## src/sv/piecewise_linear_color_lookup_defines.svh

```systemverilog
// assertion macros for the piecewise linear color lookup
// depends on nothing; the including module provides clk and rst_n
`ifndef PIECEWISE_LINEAR_COLOR_LOOKUP_DEFINES_SVH
`define PIECEWISE_LINEAR_COLOR_LOOKUP_DEFINES_SVH

`ifndef SYNTHESIS
// same-cycle implication
`define PLC_ASSERT_NOW(lbl, ante, cons) \
  lbl: assert property (@(posedge clk) disable iff (!rst_n) (ante) |-> (cons)) \
    else $error("plc assertion failed");
// next-cycle implication
`define PLC_ASSERT_NEXT(lbl, ante, cons) \
  lbl: assert property (@(posedge clk) disable iff (!rst_n) (ante) |=> (cons)) \
    else $error("plc assertion failed");
`else
`define PLC_ASSERT_NOW(lbl, ante, cons)
`define PLC_ASSERT_NEXT(lbl, ante, cons)
`endif

`endif

```

## src/sv/plc_pkg.sv

```systemverilog
// shared types and constants for the piecewise linear color lookup
// no dependencies
package plc_pkg;

  localparam int PLC_POINTS = 16;
  localparam int KEY_W      = 16;
  localparam int CH_W       = 8;
  localparam int NUM_CH     = 4;
  localparam int COLOR_W    = CH_W * NUM_CH;
  localparam int STATUS_W   = 2;

  localparam logic CMD_INSERT = 1'b0;
  localparam logic CMD_LOOKUP = 1'b1;

  localparam logic [STATUS_W-1:0] STATUS_OK    = 2'd0;
  localparam logic [STATUS_W-1:0] STATUS_FULL  = 2'd1;
  localparam logic [STATUS_W-1:0] STATUS_EMPTY = 2'd2;

  typedef struct packed {
    logic            command;
    logic [KEY_W-1:0] key;
    logic [CH_W-1:0] red;
    logic [CH_W-1:0] green;
    logic [CH_W-1:0] blue;
    logic [CH_W-1:0] alpha;
  } plc_in_t;

  typedef struct packed {
    logic [CH_W-1:0]     out_red;
    logic [CH_W-1:0]     out_green;
    logic [CH_W-1:0]     out_blue;
    logic [CH_W-1:0]     out_alpha;
    logic [STATUS_W-1:0] status;
  } plc_out_t;

endpackage

```

## src/sv/plc_ram.sv

```systemverilog
// generic single write port, single read port ram with registered read
// depends on nothing
module plc_ram #(
  parameter int WIDTH = 16,
  parameter int DEPTH = 16
) (
  input  logic                     clk,
  input  logic                     we,
  input  logic [$clog2(DEPTH)-1:0] wr_addr,
  input  logic [WIDTH-1:0]         wr_data,
  input  logic [$clog2(DEPTH)-1:0] rd_addr,
  output logic [WIDTH-1:0]         rd_data
);

  logic [WIDTH-1:0] mem_r [DEPTH];
  logic [WIDTH-1:0] rd_data_r;

  always_ff @(posedge clk) begin
    if (we) begin
      mem_r[wr_addr] <= wr_data;
    end
    rd_data_r <= mem_r[rd_addr];
  end

  assign rd_data = rd_data_r;

endmodule

```

## src/sv/piecewise_linear_color_lookup.sv

```systemverilog
// piecewise linear color lookup: sorted control point table with interpolation
// depends on plc_pkg, plc_ram and piecewise_linear_color_lookup_defines.svh
//
// usage
// - input channel in_valid/in_ready/in_data carries one command per transfer:
//   insert (or replace) a control point, or look up a sample key
// - result channel out_valid/out_ready/out_data returns one result per command:
//   four interpolated channel codes and a status (ok, table full, table empty)
// - one item at a time: in_ready is high only while the sequencer is idle
// - keys and colors live in two rams with a registered read; every table
//   read takes an address state, then a compare or copy state
// - insert: each entry scanned passes S_SCAN and S_CMP, each entry moved up
//   passes S_SHIFT and S_SHWR, then a new point is written in S_SHIFT
// - lookup: each entry scanned passes S_SCAN and S_CMP, then either S_EDGE
//   takes a colour as is, or the interpolation runs: per channel one
//   shared 8x16 multiplier runs twice and an 8-step restoring divider
//   produces the truncated quotient
// - a finished result sits in an output register; while the receiver stalls
//   the next result waits in the finish state and no new item is taken
// - reset (rst_n low, synchronous) empties the table and drops any result;
//   ram contents are not cleared since only entries below the count are read

`include "piecewise_linear_color_lookup_defines.svh"

module piecewise_linear_color_lookup
  import plc_pkg::*;
#(
  parameter int POINTS = PLC_POINTS
) (
  input  logic     clk,
  input  logic     rst_n,
  input  logic     in_valid,
  output logic     in_ready,
  input  plc_in_t  in_data,
  output logic     out_valid,
  input  logic     out_ready,
  output plc_out_t out_data
);

  localparam int IW    = $clog2(POINTS);
  localparam int CW    = $clog2(POINTS + 1);
  localparam int NUM_W = KEY_W + CH_W;
  localparam int DIV_W = KEY_W + CH_W - 1;
  localparam int BIT_W = $clog2(CH_W);
  localparam int CHS_W = $clog2(NUM_CH);

  // one-hot sequencer states
  typedef enum logic [11:0] {
    S_IDLE  = 12'b0000_0000_0001,
    S_SCAN  = 12'b0000_0000_0010,
    S_CMP   = 12'b0000_0000_0100,
    S_SHIFT = 12'b0000_0000_1000,
    S_SHWR  = 12'b0000_0001_0000,
    S_EDGE  = 12'b0000_0010_0000,
    S_GETHI = 12'b0000_0100_0000,
    S_GETLO = 12'b0000_1000_0000,
    S_MUL0  = 12'b0001_0000_0000,
    S_MUL1  = 12'b0010_0000_0000,
    S_DIV   = 12'b0100_0000_0000,
    S_FIN   = 12'b1000_0000_0000
  } plc_state_t;

  plc_state_t state_r, state_nxt;

  // latched command
  logic               cmd_r, cmd_nxt;
  logic [KEY_W-1:0]   key_r, key_nxt;
  logic [COLOR_W-1:0] color_r, color_nxt;

  // table bookkeeping
  logic [CW-1:0] count_r, count_nxt;
  logic [CW-1:0] idx_r, idx_nxt;
  logic [CW-1:0] j_r, j_nxt;

  // interpolation operands
  logic [KEY_W-1:0]   k1_r, k1_nxt;
  logic [KEY_W-1:0]   d_r, d_nxt;
  logic [KEY_W-1:0]   t_r, t_nxt;
  logic [KEY_W-1:0]   w_r, w_nxt;
  logic [COLOR_W-1:0] c0_r, c0_nxt;
  logic [COLOR_W-1:0] c1_r, c1_nxt;
  logic [CHS_W-1:0]   ch_r, ch_nxt;
  logic [BIT_W-1:0]   bit_r, bit_nxt;
  logic [NUM_W-1:0]   num_r, num_nxt;
  logic [DIV_W-1:0]   div_r, div_nxt;
  logic [CH_W-1:0]    q_r, q_nxt;

  // result being built and output register
  logic [COLOR_W-1:0]  res_color_r, res_color_nxt;
  logic [STATUS_W-1:0] res_status_r, res_status_nxt;
  logic                out_valid_r, out_valid_nxt;
  plc_out_t            out_data_r, out_data_nxt;

  // ram ports
  logic               ram_we;
  logic [IW-1:0]      ram_wr_addr;
  logic [IW-1:0]      ram_rd_addr;
  logic [KEY_W-1:0]   ram_wr_key;
  logic [COLOR_W-1:0] ram_wr_color;
  logic [KEY_W-1:0]   rd_key;
  logic [COLOR_W-1:0] rd_color;

  // shared arithmetic
  logic [CH_W-1:0]  c0_ch, c1_ch, mul_a;
  logic [KEY_W-1:0] mul_b;
  logic [NUM_W-1:0] prod;
  logic             div_ge;
  logic [CW-1:0]    cnt_m1, idx_m1, j_m1;
  logic             in_xfer, out_free, full;

  plc_ram #(.WIDTH(KEY_W), .DEPTH(POINTS)) u_key_ram (
    .clk     (clk),
    .we      (ram_we),
    .wr_addr (ram_wr_addr),
    .wr_data (ram_wr_key),
    .rd_addr (ram_rd_addr),
    .rd_data (rd_key)
  );

  plc_ram #(.WIDTH(COLOR_W), .DEPTH(POINTS)) u_color_ram (
    .clk     (clk),
    .we      (ram_we),
    .wr_addr (ram_wr_addr),
    .wr_data (ram_wr_color),
    .rd_addr (ram_rd_addr),
    .rd_data (rd_color)
  );

  assign in_ready  = (state_r == S_IDLE);
  assign in_xfer   = in_valid && in_ready;
  assign out_free  = !out_valid_r || out_ready;
  assign out_valid = out_valid_r;
  assign out_data  = out_data_r;

  assign cnt_m1 = count_r - 1'b1;
  assign idx_m1 = idx_r - 1'b1;
  assign j_m1   = j_r - 1'b1;
  assign full   = (count_r == CW'(POINTS));

  // channel select and the one shared multiplier
  assign c0_ch  = c0_r[CH_W*ch_r +: CH_W];
  assign c1_ch  = c1_r[CH_W*ch_r +: CH_W];
  assign mul_a  = (state_r == S_MUL0) ? c0_ch : c1_ch;
  assign mul_b  = (state_r == S_MUL0) ? w_r : t_r;
  assign prod   = {{KEY_W{1'b0}}, mul_a} * {{CH_W{1'b0}}, mul_b};
  assign div_ge = (num_r >= {1'b0, div_r});

  always_comb begin
    state_nxt      = state_r;
    cmd_nxt        = cmd_r;
    key_nxt        = key_r;
    color_nxt      = color_r;
    count_nxt      = count_r;
    idx_nxt        = idx_r;
    j_nxt          = j_r;
    k1_nxt         = k1_r;
    d_nxt          = d_r;
    t_nxt          = t_r;
    w_nxt          = w_r;
    c0_nxt         = c0_r;
    c1_nxt         = c1_r;
    ch_nxt         = ch_r;
    bit_nxt        = bit_r;
    num_nxt        = num_r;
    div_nxt        = div_r;
    q_nxt          = q_r;
    res_color_nxt  = res_color_r;
    res_status_nxt = res_status_r;
    out_valid_nxt  = out_valid_r && !out_ready;
    out_data_nxt   = out_data_r;
    ram_we         = 1'b0;
    ram_wr_addr    = idx_r[IW-1:0];
    ram_wr_key     = key_r;
    ram_wr_color   = color_r;
    ram_rd_addr    = idx_r[IW-1:0];

    unique case (state_r)
      S_IDLE: begin
        if (in_xfer) begin
          cmd_nxt        = in_data.command;
          key_nxt        = in_data.key;
          color_nxt      = {in_data.alpha, in_data.blue, in_data.green, in_data.red};
          idx_nxt        = '0;
          res_color_nxt  = '0;
          res_status_nxt = STATUS_OK;
          if (in_data.command == CMD_LOOKUP && count_r == '0) begin
            res_status_nxt = STATUS_EMPTY;
            state_nxt      = S_FIN;
          end else begin
            state_nxt = S_SCAN;
          end
        end
      end

      S_SCAN: begin
        if (idx_r == count_r) begin
          // sample or key above every stored key
          if (cmd_r == CMD_LOOKUP) begin
            ram_rd_addr = cnt_m1[IW-1:0];
            state_nxt   = S_EDGE;
          end else if (full) begin
            res_status_nxt = STATUS_FULL;
            state_nxt      = S_FIN;
          end else begin
            j_nxt     = count_r;
            state_nxt = S_SHIFT;
          end
        end else begin
          ram_rd_addr = idx_r[IW-1:0];
          state_nxt   = S_CMP;
        end
      end

      S_CMP: begin
        if (rd_key < key_r) begin
          idx_nxt   = idx_r + 1'b1;
          state_nxt = S_SCAN;
        end else begin
          k1_nxt = rd_key;
          if (cmd_r == CMD_INSERT) begin
            if (rd_key == key_r) begin
              // replace colour of an existing point
              ram_we       = 1'b1;
              ram_wr_addr  = idx_r[IW-1:0];
              ram_wr_key   = key_r;
              ram_wr_color = color_r;
              state_nxt    = S_FIN;
            end else if (full) begin
              res_status_nxt = STATUS_FULL;
              state_nxt      = S_FIN;
            end else begin
              j_nxt     = count_r;
              state_nxt = S_SHIFT;
            end
          end else if (idx_r == '0) begin
            ram_rd_addr = idx_r[IW-1:0];
            state_nxt   = S_EDGE;
          end else begin
            ram_rd_addr = idx_r[IW-1:0];
            state_nxt   = S_GETHI;
          end
        end
      end

      S_SHIFT: begin
        if (j_r == idx_r) begin
          ram_we       = 1'b1;
          ram_wr_addr  = idx_r[IW-1:0];
          ram_wr_key   = key_r;
          ram_wr_color = color_r;
          count_nxt    = count_r + 1'b1;
          state_nxt    = S_FIN;
        end else begin
          ram_rd_addr = j_m1[IW-1:0];
          state_nxt   = S_SHWR;
        end
      end

      S_SHWR: begin
        ram_we       = 1'b1;
        ram_wr_addr  = j_r[IW-1:0];
        ram_wr_key   = rd_key;
        ram_wr_color = rd_color;
        j_nxt        = j_m1;
        state_nxt    = S_SHIFT;
      end

      S_EDGE: begin
        res_color_nxt = rd_color;
        state_nxt     = S_FIN;
      end

      S_GETHI: begin
        c1_nxt      = rd_color;
        ram_rd_addr = idx_m1[IW-1:0];
        state_nxt   = S_GETLO;
      end

      S_GETLO: begin
        c0_nxt    = rd_color;
        d_nxt     = k1_r - rd_key;
        t_nxt     = key_r - rd_key;
        w_nxt     = k1_r - key_r;
        ch_nxt    = '0;
        state_nxt = S_MUL0;
      end

      S_MUL0: begin
        num_nxt   = prod;
        state_nxt = S_MUL1;
      end

      S_MUL1: begin
        num_nxt   = num_r + prod;
        div_nxt   = {d_r, {(CH_W-1){1'b0}}};
        bit_nxt   = BIT_W'(CH_W - 1);
        q_nxt     = '0;
        state_nxt = S_DIV;
      end

      S_DIV: begin
        // one restoring step per cycle, quotient bit by bit from the top
        if (div_ge) begin
          num_nxt = num_r - {1'b0, div_r};
        end
        div_nxt = div_r >> 1;
        q_nxt   = {q_r[CH_W-2:0], div_ge};
        bit_nxt = bit_r - 1'b1;
        if (bit_r == '0) begin
          res_color_nxt[CH_W*ch_r +: CH_W] = {q_r[CH_W-2:0], div_ge};
          if (ch_r == CHS_W'(NUM_CH - 1)) begin
            state_nxt = S_FIN;
          end else begin
            ch_nxt    = ch_r + 1'b1;
            state_nxt = S_MUL0;
          end
        end
      end

      S_FIN: begin
        if (out_free) begin
          out_valid_nxt          = 1'b1;
          out_data_nxt.out_red   = res_color_r[0*CH_W +: CH_W];
          out_data_nxt.out_green = res_color_r[1*CH_W +: CH_W];
          out_data_nxt.out_blue  = res_color_r[2*CH_W +: CH_W];
          out_data_nxt.out_alpha = res_color_r[3*CH_W +: CH_W];
          out_data_nxt.status    = res_status_r;
          state_nxt              = S_IDLE;
        end
      end

      default: begin
        state_nxt = S_IDLE;
      end
    endcase
  end

  always_ff @(posedge clk) begin
    if (!rst_n) begin
      state_r     <= S_IDLE;
      count_r     <= '0;
      out_valid_r <= 1'b0;
    end else begin
      state_r     <= state_nxt;
      count_r     <= count_nxt;
      out_valid_r <= out_valid_nxt;
    end
  end

  // payload and datapath registers
  always_ff @(posedge clk) begin
    cmd_r        <= cmd_nxt;
    key_r        <= key_nxt;
    color_r      <= color_nxt;
    idx_r        <= idx_nxt;
    j_r          <= j_nxt;
    k1_r         <= k1_nxt;
    d_r          <= d_nxt;
    t_r          <= t_nxt;
    w_r          <= w_nxt;
    c0_r         <= c0_nxt;
    c1_r         <= c1_nxt;
    ch_r         <= ch_nxt;
    bit_r        <= bit_nxt;
    num_r        <= num_nxt;
    div_r        <= div_nxt;
    q_r          <= q_nxt;
    res_color_r  <= res_color_nxt;
    res_status_r <= res_status_nxt;
    out_data_r   <= out_data_nxt;
  end

  // table never holds more points than it has room for
  `PLC_ASSERT_NOW(a_count_bound, 1'b1, count_r <= CW'(POINTS))
  // the point count only ever grows by one, at the end of an insert
  `PLC_ASSERT_NOW(a_count_step, $past(rst_n) && (count_r != $past(count_r)),
                  (count_r == $past(count_r) + 1'b1) && (state_r == S_FIN))
  // divider remainder stays below twice the shifted divisor
  `PLC_ASSERT_NOW(a_div_range, state_r == S_DIV, num_r < {div_r, 1'b0})
  // a new result is loaded only when the output register is free
  `PLC_ASSERT_NEXT(a_out_load, (state_r == S_FIN) && !out_free,
                   out_valid_r && $stable(out_data_r))

endmodule
```

## config.mk

```make
export PLATFORM = sky130hd
export DESIGN_NAME = piecewise_linear_color_lookup
export DESIGN_NICKNAME = d
export VERILOG_FILES = /design/src/sv/plc_pkg.sv /design/src/sv/plc_ram.sv /design/src/sv/piecewise_linear_color_lookup.sv
export VERILOG_INCLUDE_DIRS = /design/src /design/src/sv
export SDC_FILE = /design/constraint.sdc
export NUM_CORES = 2
export LEC_CHECK = 0
export BUFFER_PORTS_ARGS = -buffer_cell sky130_fd_sc_hd__buf_2
export CORE_UTILIZATION = 43
export DETAILED_ROUTE_END_ITERATION = 16
export GPL_TIMING_DRIVEN = 1
export HOLD_SLACK_MARGIN = 0.08
export MAX_ROUTING_LAYER = met4
export PLACE_DENSITY = 0.56
export SLEW_MARGIN = 20
export SYNTH_ARGS = -nofsm -noshare
export SYNTH_HDL_FRONTEND = slang
export SYNTH_SLANG_ARGS = --single-unit
```

## constraint.sdc

```tcl
create_clock -name clk -period 10.4 [get_ports clk]
set_input_delay 0 -clock clk [delete_from_list [all_inputs] [get_ports clk]]
set_output_delay 0 -clock clk [all_outputs]
set_load 0.02 [all_outputs]
```

== Yosys cells after proc, flatten, opt, wreduce, memory -nomap -nowiden ==
Memory sizes are Yosys's and may differ from the RTL's. A register that Yosys moved wholly into a read port is not among the register bits.
Index checks and enable logic that the tools add are counted.

* Flip-flop bits (word level): 332
* Output and inout bits: 36
* Bits in writable memories: 768
* Memories: 2

{| class="wikitable"
|+ Memories
! memory !! words !! width !! read ports !! clocked after Yosys merged registers in !! wr ports !! RTL line !! text
|-
| u_color_ram.mem_r || 16 || 32 || 1 || 1 || 1 || plc_ram.sv:15 || <nowiki>logic [WIDTH-1:0] mem_r [DEPTH];</nowiki>
|-
| u_key_ram.mem_r || 16 || 16 || 1 || 1 || 1 || plc_ram.sv:15 ||
|}

* Multipliers: 1
* Add/subtract/negate cells: 13
* Shift operators: 4
* Reduce and logical (&&, ||, !) cells: 27
* $lt $le $gt $ge: 2
* Bitwise gates (word level): 1
* Multiplexer cells: 63
* Eq/ne operators: 28

{| class="wikitable"
|+ Operator list
! operator !! number
|-
| $mux W12 || 12
|-
| $pmux W12 S12 || 1
|-
| $mux W32 || 3
|-
| $pmux W32 S3 || 1
|-
| $pmux W24 S3 || 1
|-
| $shiftx A32 B6 Y8 || 2
|-
| $sub A16 B16 Y16 || 3
|-
| $pmux W23 S2 || 1
|-
| $mux W5 || 8
|-
| $neg A5 Y34 || 1
|-
| $shift A8 B34 Y32 const A || 1
|-
| $shiftx A8 B34 Y32 || 1
|-
| $bwmux W32 || 1
|-
| $mux W16 || 2
|-
| $add A24 B24 Y24 || 1
|-
| $ge A24 B23 Y1 || 1
|-
| $mul A8 B16 Y24 || 1
|-
| $mux W24 || 1
|-
| $sub A24 B23 Y24 || 1
|-
| $mux W2 || 10
|-
| $ne A2 B2 Y1 const B || 10
|-
| $eq A16 B16 Y1 || 1
|-
| $lt A16 B16 Y1 || 1
|-
| $mux W4 || 4
|-
| 44 further kinds || 70
|}

== Longest topological paths before layout ==
* Depth in word-level cells: 7
* Mapped depth: 34
* Mapped depth without buffers: 33

== Hierarchy ==
From an unflattened synthesis, not the netlist that was laid out.

* Cell total of the unflattened synthesis: 3363
* Area total of the unflattened synthesis: 51824.7 sq um

{| class="wikitable"
|+ Modules (own cells, without submodules)
! module !! area an instance (sq um) !! instances !! cells each
|-
| piecewise_linear_color_lookup || 21947.3 || 1 || 2093
|-
| plc_ram at u_color_ram || 19835.3 || 1 || 838
|-
| plc_ram at u_key_ram || 10042.1 || 1 || 432
|}

== Least setup slack after synthesis ==
No wires, ideal clock.

* Path type: reg-to-reg
* From: register state_r[4]
* To: register ch_r[0], enable pin
* Buffers on the path: 1
* Data arrival time: 7.930 ns
* Path slack: 2.141 ns
* Cell stages (with the launch flop): 8
* Clock period less this slack: 8.259 ns
* Library setup time: 0.329 ns
* Cell sequence: dfxtp_1 -> buf_2 -> nor4_2 -> nand2_1 -> nor3_1 -> nand2_1 -> nor3b_1 -> a31o_2

* Word-level cells in the longest chain between the ends: 3
* Elaborated cells on any way between the ends: 6
* Those cells by class: eq/ne (4); reduce/logical (2)

{| class="wikitable"
|+ Ends and longest elaborated chain
! item !! RTL line !! text
|-
| from (decl) || piecewise_linear_color_lookup.sv:63 || <nowiki>plc_state_t state_r, state_nxt;</nowiki>
|-
| from (signal assigned) || piecewise_linear_color_lookup.sv:344 || <nowiki>state_r <= state_nxt;</nowiki>
|-
| $eq A12 B11 Y1 or $eq A12 B8 Y1 (tied branches) || piecewise_linear_color_lookup.sv:177 || <nowiki>unique case (state_r)</nowiki>
|-
| $ne A2 B2 Y1 (no line) or $reduce_bool A2 Y1 (tied branches) || n/a ||
|-
| $reduce_and A3 Y1 (no line) * || n/a ||
|-
| to (signal assigned) || piecewise_linear_color_lookup.sv:363 || <nowiki>ch_r <= ch_nxt;</nowiki>
|-
| to (decl) || piecewise_linear_color_lookup.sv:82 || <nowiki>logic [CHS_W-1:0] ch_r, ch_nxt;</nowiki>
|}

Mark *: on every way between the ends. The rest lies on a longest branch, timed or not.
A chain may end at the register's enable or synchronous reset.

== Worst setup path after layout ==
* From: register state_r[5]
* To: register num_r[20], data pin

* Word-level cells in the longest chain between the ends: 5
* Elaborated cells on any way between the ends: 8
* Those cells by class: add/sub (1); mul (1); eq/ne (3); mux (3)

{| class="wikitable"
|+ Ends and longest elaborated chain
! item !! RTL line !! text
|-
| $eq A12 B9 Y1 || piecewise_linear_color_lookup.sv:143, piecewise_linear_color_lookup.sv:144, piecewise_linear_color_lookup.sv:177 ||
|-
| $mux W8 or $mux W16 (tied branches) || piecewise_linear_color_lookup.sv:143, piecewise_linear_color_lookup.sv:144 ||
|-
| $mul A8 B16 Y24 || piecewise_linear_color_lookup.sv:145 || <nowiki>assign prod = {{KEY_W{1'b0}}, mul_a} * {{CH_W{1'b0}}, mul_b};</nowiki>
|-
| $add A24 B24 Y24 || piecewise_linear_color_lookup.sv:294 || <nowiki>num_nxt = num_r + prod;</nowiki>
|-
| $pmux W24 S3 * || piecewise_linear_color_lookup.sv:177 ||
|-
| net num_nxt[20] || piecewise_linear_color_lookup.sv:84 || <nowiki>logic [NUM_W-1:0] num_r, num_nxt;</nowiki>
|-
| to (signal assigned) || piecewise_linear_color_lookup.sv:365 || <nowiki>num_r <= num_nxt;</nowiki>
|-
| to (decl) || piecewise_linear_color_lookup.sv:84 ||
|}

The timed path passes the listed nets; every way through them passes the cells marked *.

==> metrics.cfg <==
[status]
status = completed

[final_layout]
drive_above_1_share = 0.09870
area_growth_pct = 13.97
postLayoutCoreUtil = 0.4936
nets = 4660

[routing]
drtIter0Drc = 2968
dr.pass1.iters = 6
drc_errors = 0
wl_um = 136600
vias = 32990
post_drt_wl_per_cell_um = 22.40
antenna_left = 0
vias_per_cell = 5.409

[setup_path]
crit_arrival_ns = 8.85
worstSetupEndpointType = flip-flop
start_kind = flip-flop
crit_type = flip-flop to flip-flop
required_ns = 10.82
worst-path-max-fanout = 16
cp_common_cell = fa_1
slowest_delay_ns = 0.58
cp_slowest_cell = fa_1

[timing]
slew_violations = 0
skew_ns = 0.02339
finalWorstSetupSlack_ns = 1.968
whs_ns = 0.1575
min_period_ns = 8.432
rsz0062_at_grt = false
setup_viol = 0
fmax_mhz = 118.6
slew_headroom = 0.2563
worstMarginPinSlew_ns = 1.113
finalHoldViolCount = 0
fin_tns_setup_ns = 0
timing.final.crit_share = 0.8108

[synth]
yosys_most_used_dff = edfxtp_1
syn-cell-area_mm2 = 0.05264
synthTopCellsByCount = edfxtp_1 (1082), nand2_1 (768), nor2_1 (211)
synth-seq-area-share = 0.6423
ys_types = 82
yosysTopAreaCell = edfxtp_1
ys_warn_count = 0
ys_ff_latch = 1148
synth.most_common_cell = edfxtp_1
synthTopCellsByArea = edfxtp_1 (62%), nand2_1 (5.5%), ha_1 (3.6%)
syn_avg_cell_area_um2 = 12.58
async_flop_share = 0
synth_fp_nets = 4475
netlist.area_leader.share = 0.6172
synth_edf_count = 1082
syn_inst = 4183

[power_and_ir_drop]
vdd_drop_max_mv = 0.1454
p_per_area_mw_per_mm2 = 192.7
total_power_mw = 11.56
p_leak_nw = 21.63

[floorplanning]
core-area_mm2 = 0.1216
rows = 128
start_util = 0.4331
die_width_um = 351.9
die_area_mm2 = 0.1238
die_y_um = 351.9
io_pins = 89

[global_routing]
overflow = 0
grt_pass1_vias = 31880
met2_usage = 0.3594
grtUsageMet3 = 0.03217
grt_max_degree = 205
grt_usage = 0.2259
use_met1 = 0.3023
busiest_layer = met2
grt_pass1_wl_um = 201700
antenna_found_initial = 6

[clock_tree]
clock_path_buffers = 3
cts_resized = 0
cts.sinks = 1148
postCtsSetupRepairBufs = 0
h-tree-depth = 3
clock-root-buffer = clkbuf_16
tritoncts = built
path_clk_slew_ns = 0.06
cts_hold_buf = 100
cts_buffers = 119
clk_latency_ns = 0.71

[placement]
pre_cts_ws_ns = 1.970
io_buffers = 88
hpwl_um = 80240
place.gp.congestion = 0.8713

[run]
drv_cap = 0

[hold_path]
min_path_type = input port to flip-flop

cell families after synthesis:
kind of cell / after synthesis / synth area share
flip-flops: 1148 / 0.6423
XOR/XNOR: 121 / 0.02013
buffers and inverters: 403 / 0.03202
AND/OR/NAND/NOR: 1405 / 0.1199
AO/OA/AOI/OAI: 799 / 0.09938
adder cells (fa/ha/maj): 239 / 0.06950
multiplexers: 68 / 0.01673
worst max-delay path: cells and delay by family (launching register included):
family	cells	cell delay, ns
buffers and inverters	4	0.66
muxes	2	0.69
and+or+nand+nor	6	1.43
xor gates and xnor gates	2	0.36
DFF	1	0.34
adders and majority gates	6	2.51
AOI/OAI and AO/OA	11	2.13
cell type report:
class	count	area (um^2)
Clock inverter	60	644.4
Tap cell	1625	2033
Inverter	204	765.7
Antenna cell	6	15.01
Clock buffer	161	3267
Multi-Input combinational cell	2632	17380
Timing Repair Buffer	263	2077
Sequential cell	1148	33810
Fill cell	10670	61560
flip-flops by register name, summed over array words and instances, names as in the netlist, 7 cells and up:
name	cells
w_r	16
res_color_r	32
key_r	16
div_r	23
q_r	7
c1_r	32
color_r	32
u_key_ram.mem_r	256
c0_r	32
num_r	24
u_key_ram.rd_data	16
state_r	12
u_color_ram.rd_data	32
k1_r	16
out_data	34
t_r	16
u_color_ram.mem_r	512
d_r	16
path summary, 6_finish.rpt:
check                                     start     endpoint  slack (ns)  cells after the start
worst max register to register       state_r[5]    num_r[20]        1.97                     31
worst max-delay path                 state_r[5]    num_r[20]        1.97                     31
worst min register to register  res_status_r[1]  out_data[1]        0.42                      0
worst min-delay path                in_data[36]     key_r[4]        0.16                      2
per-layer routing:
metal  vias up  part of all wire
met2       889              0.47
met5         -                 0
met4         0             0.024
met3       186             0.055
met1     16320              0.45
li1      15600                 -
cells in the final DEF (no fill, tap or decap), types with 12 or more instances in the layout:
master | synthesis | routed
ha_1 | 150 | 150
nor2b_1 | 40 | 39
nor2_4 | 0 | 16
a22oi_1 | 18 | 17
o21ai_0 | 163 | 162
dlygate4sd3_1 | 0 | 100
xnor2_1 | 77 | 77
a211oi_1 | 141 | 141
clkbuf_1 | 93 | 30
o211ai_1 | 57 | 57
a31oi_1 | 100 | 100
a311oi_1 | 42 | 42
dfxtp_1 | 66 | 66
buf_4 | 13 | 68
and2_1 | 150 | 149
o21bai_1 | 12 | 12
nand3_1 | 78 | 76
inv_1 | 201 | 201
or2_2 | 41 | 41
nand2_1 | 768 | 768
clkbuf_16 | 0 | 120
o21a_1 | 16 | 16
edfxtp_1 | 1082 | 1082
o22ai_1 | 13 | 13
nand4_1 | 12 | 12
clkinv_1 | 0 | 18
nor2_1 | 211 | 195
fa_1 | 89 | 89
nand2b_1 | 15 | 15
mux4_2 | 16 | 16
buf_2 | 81 | 89
xor2_1 | 44 | 44
a21o_1 | 26 | 26
a21oi_1 | 145 | 142
clkinv_2 | 0 | 14
mux2i_1 | 52 | 52
nor3_1 | 33 | 32
power breakdown:
part	total [mW]	switching [mW]	internal, mW
combinational	1.61	1.06	0.546
sequential	5.72	0.290	5.43
clock	4.24	1.77	2.47
total	11.6	3.12	8.44
per-stage QoR:
stage / cell area (um^2) / instances
floorplan: 52640 / 4183
global route: 59990 / 6095
CTS: 59960 / 6093
global placement: 55050 / 5771
detailed placement: 55050 / 5772
finish: 60000 / 6099
Power figures use the tool's default switching activity.
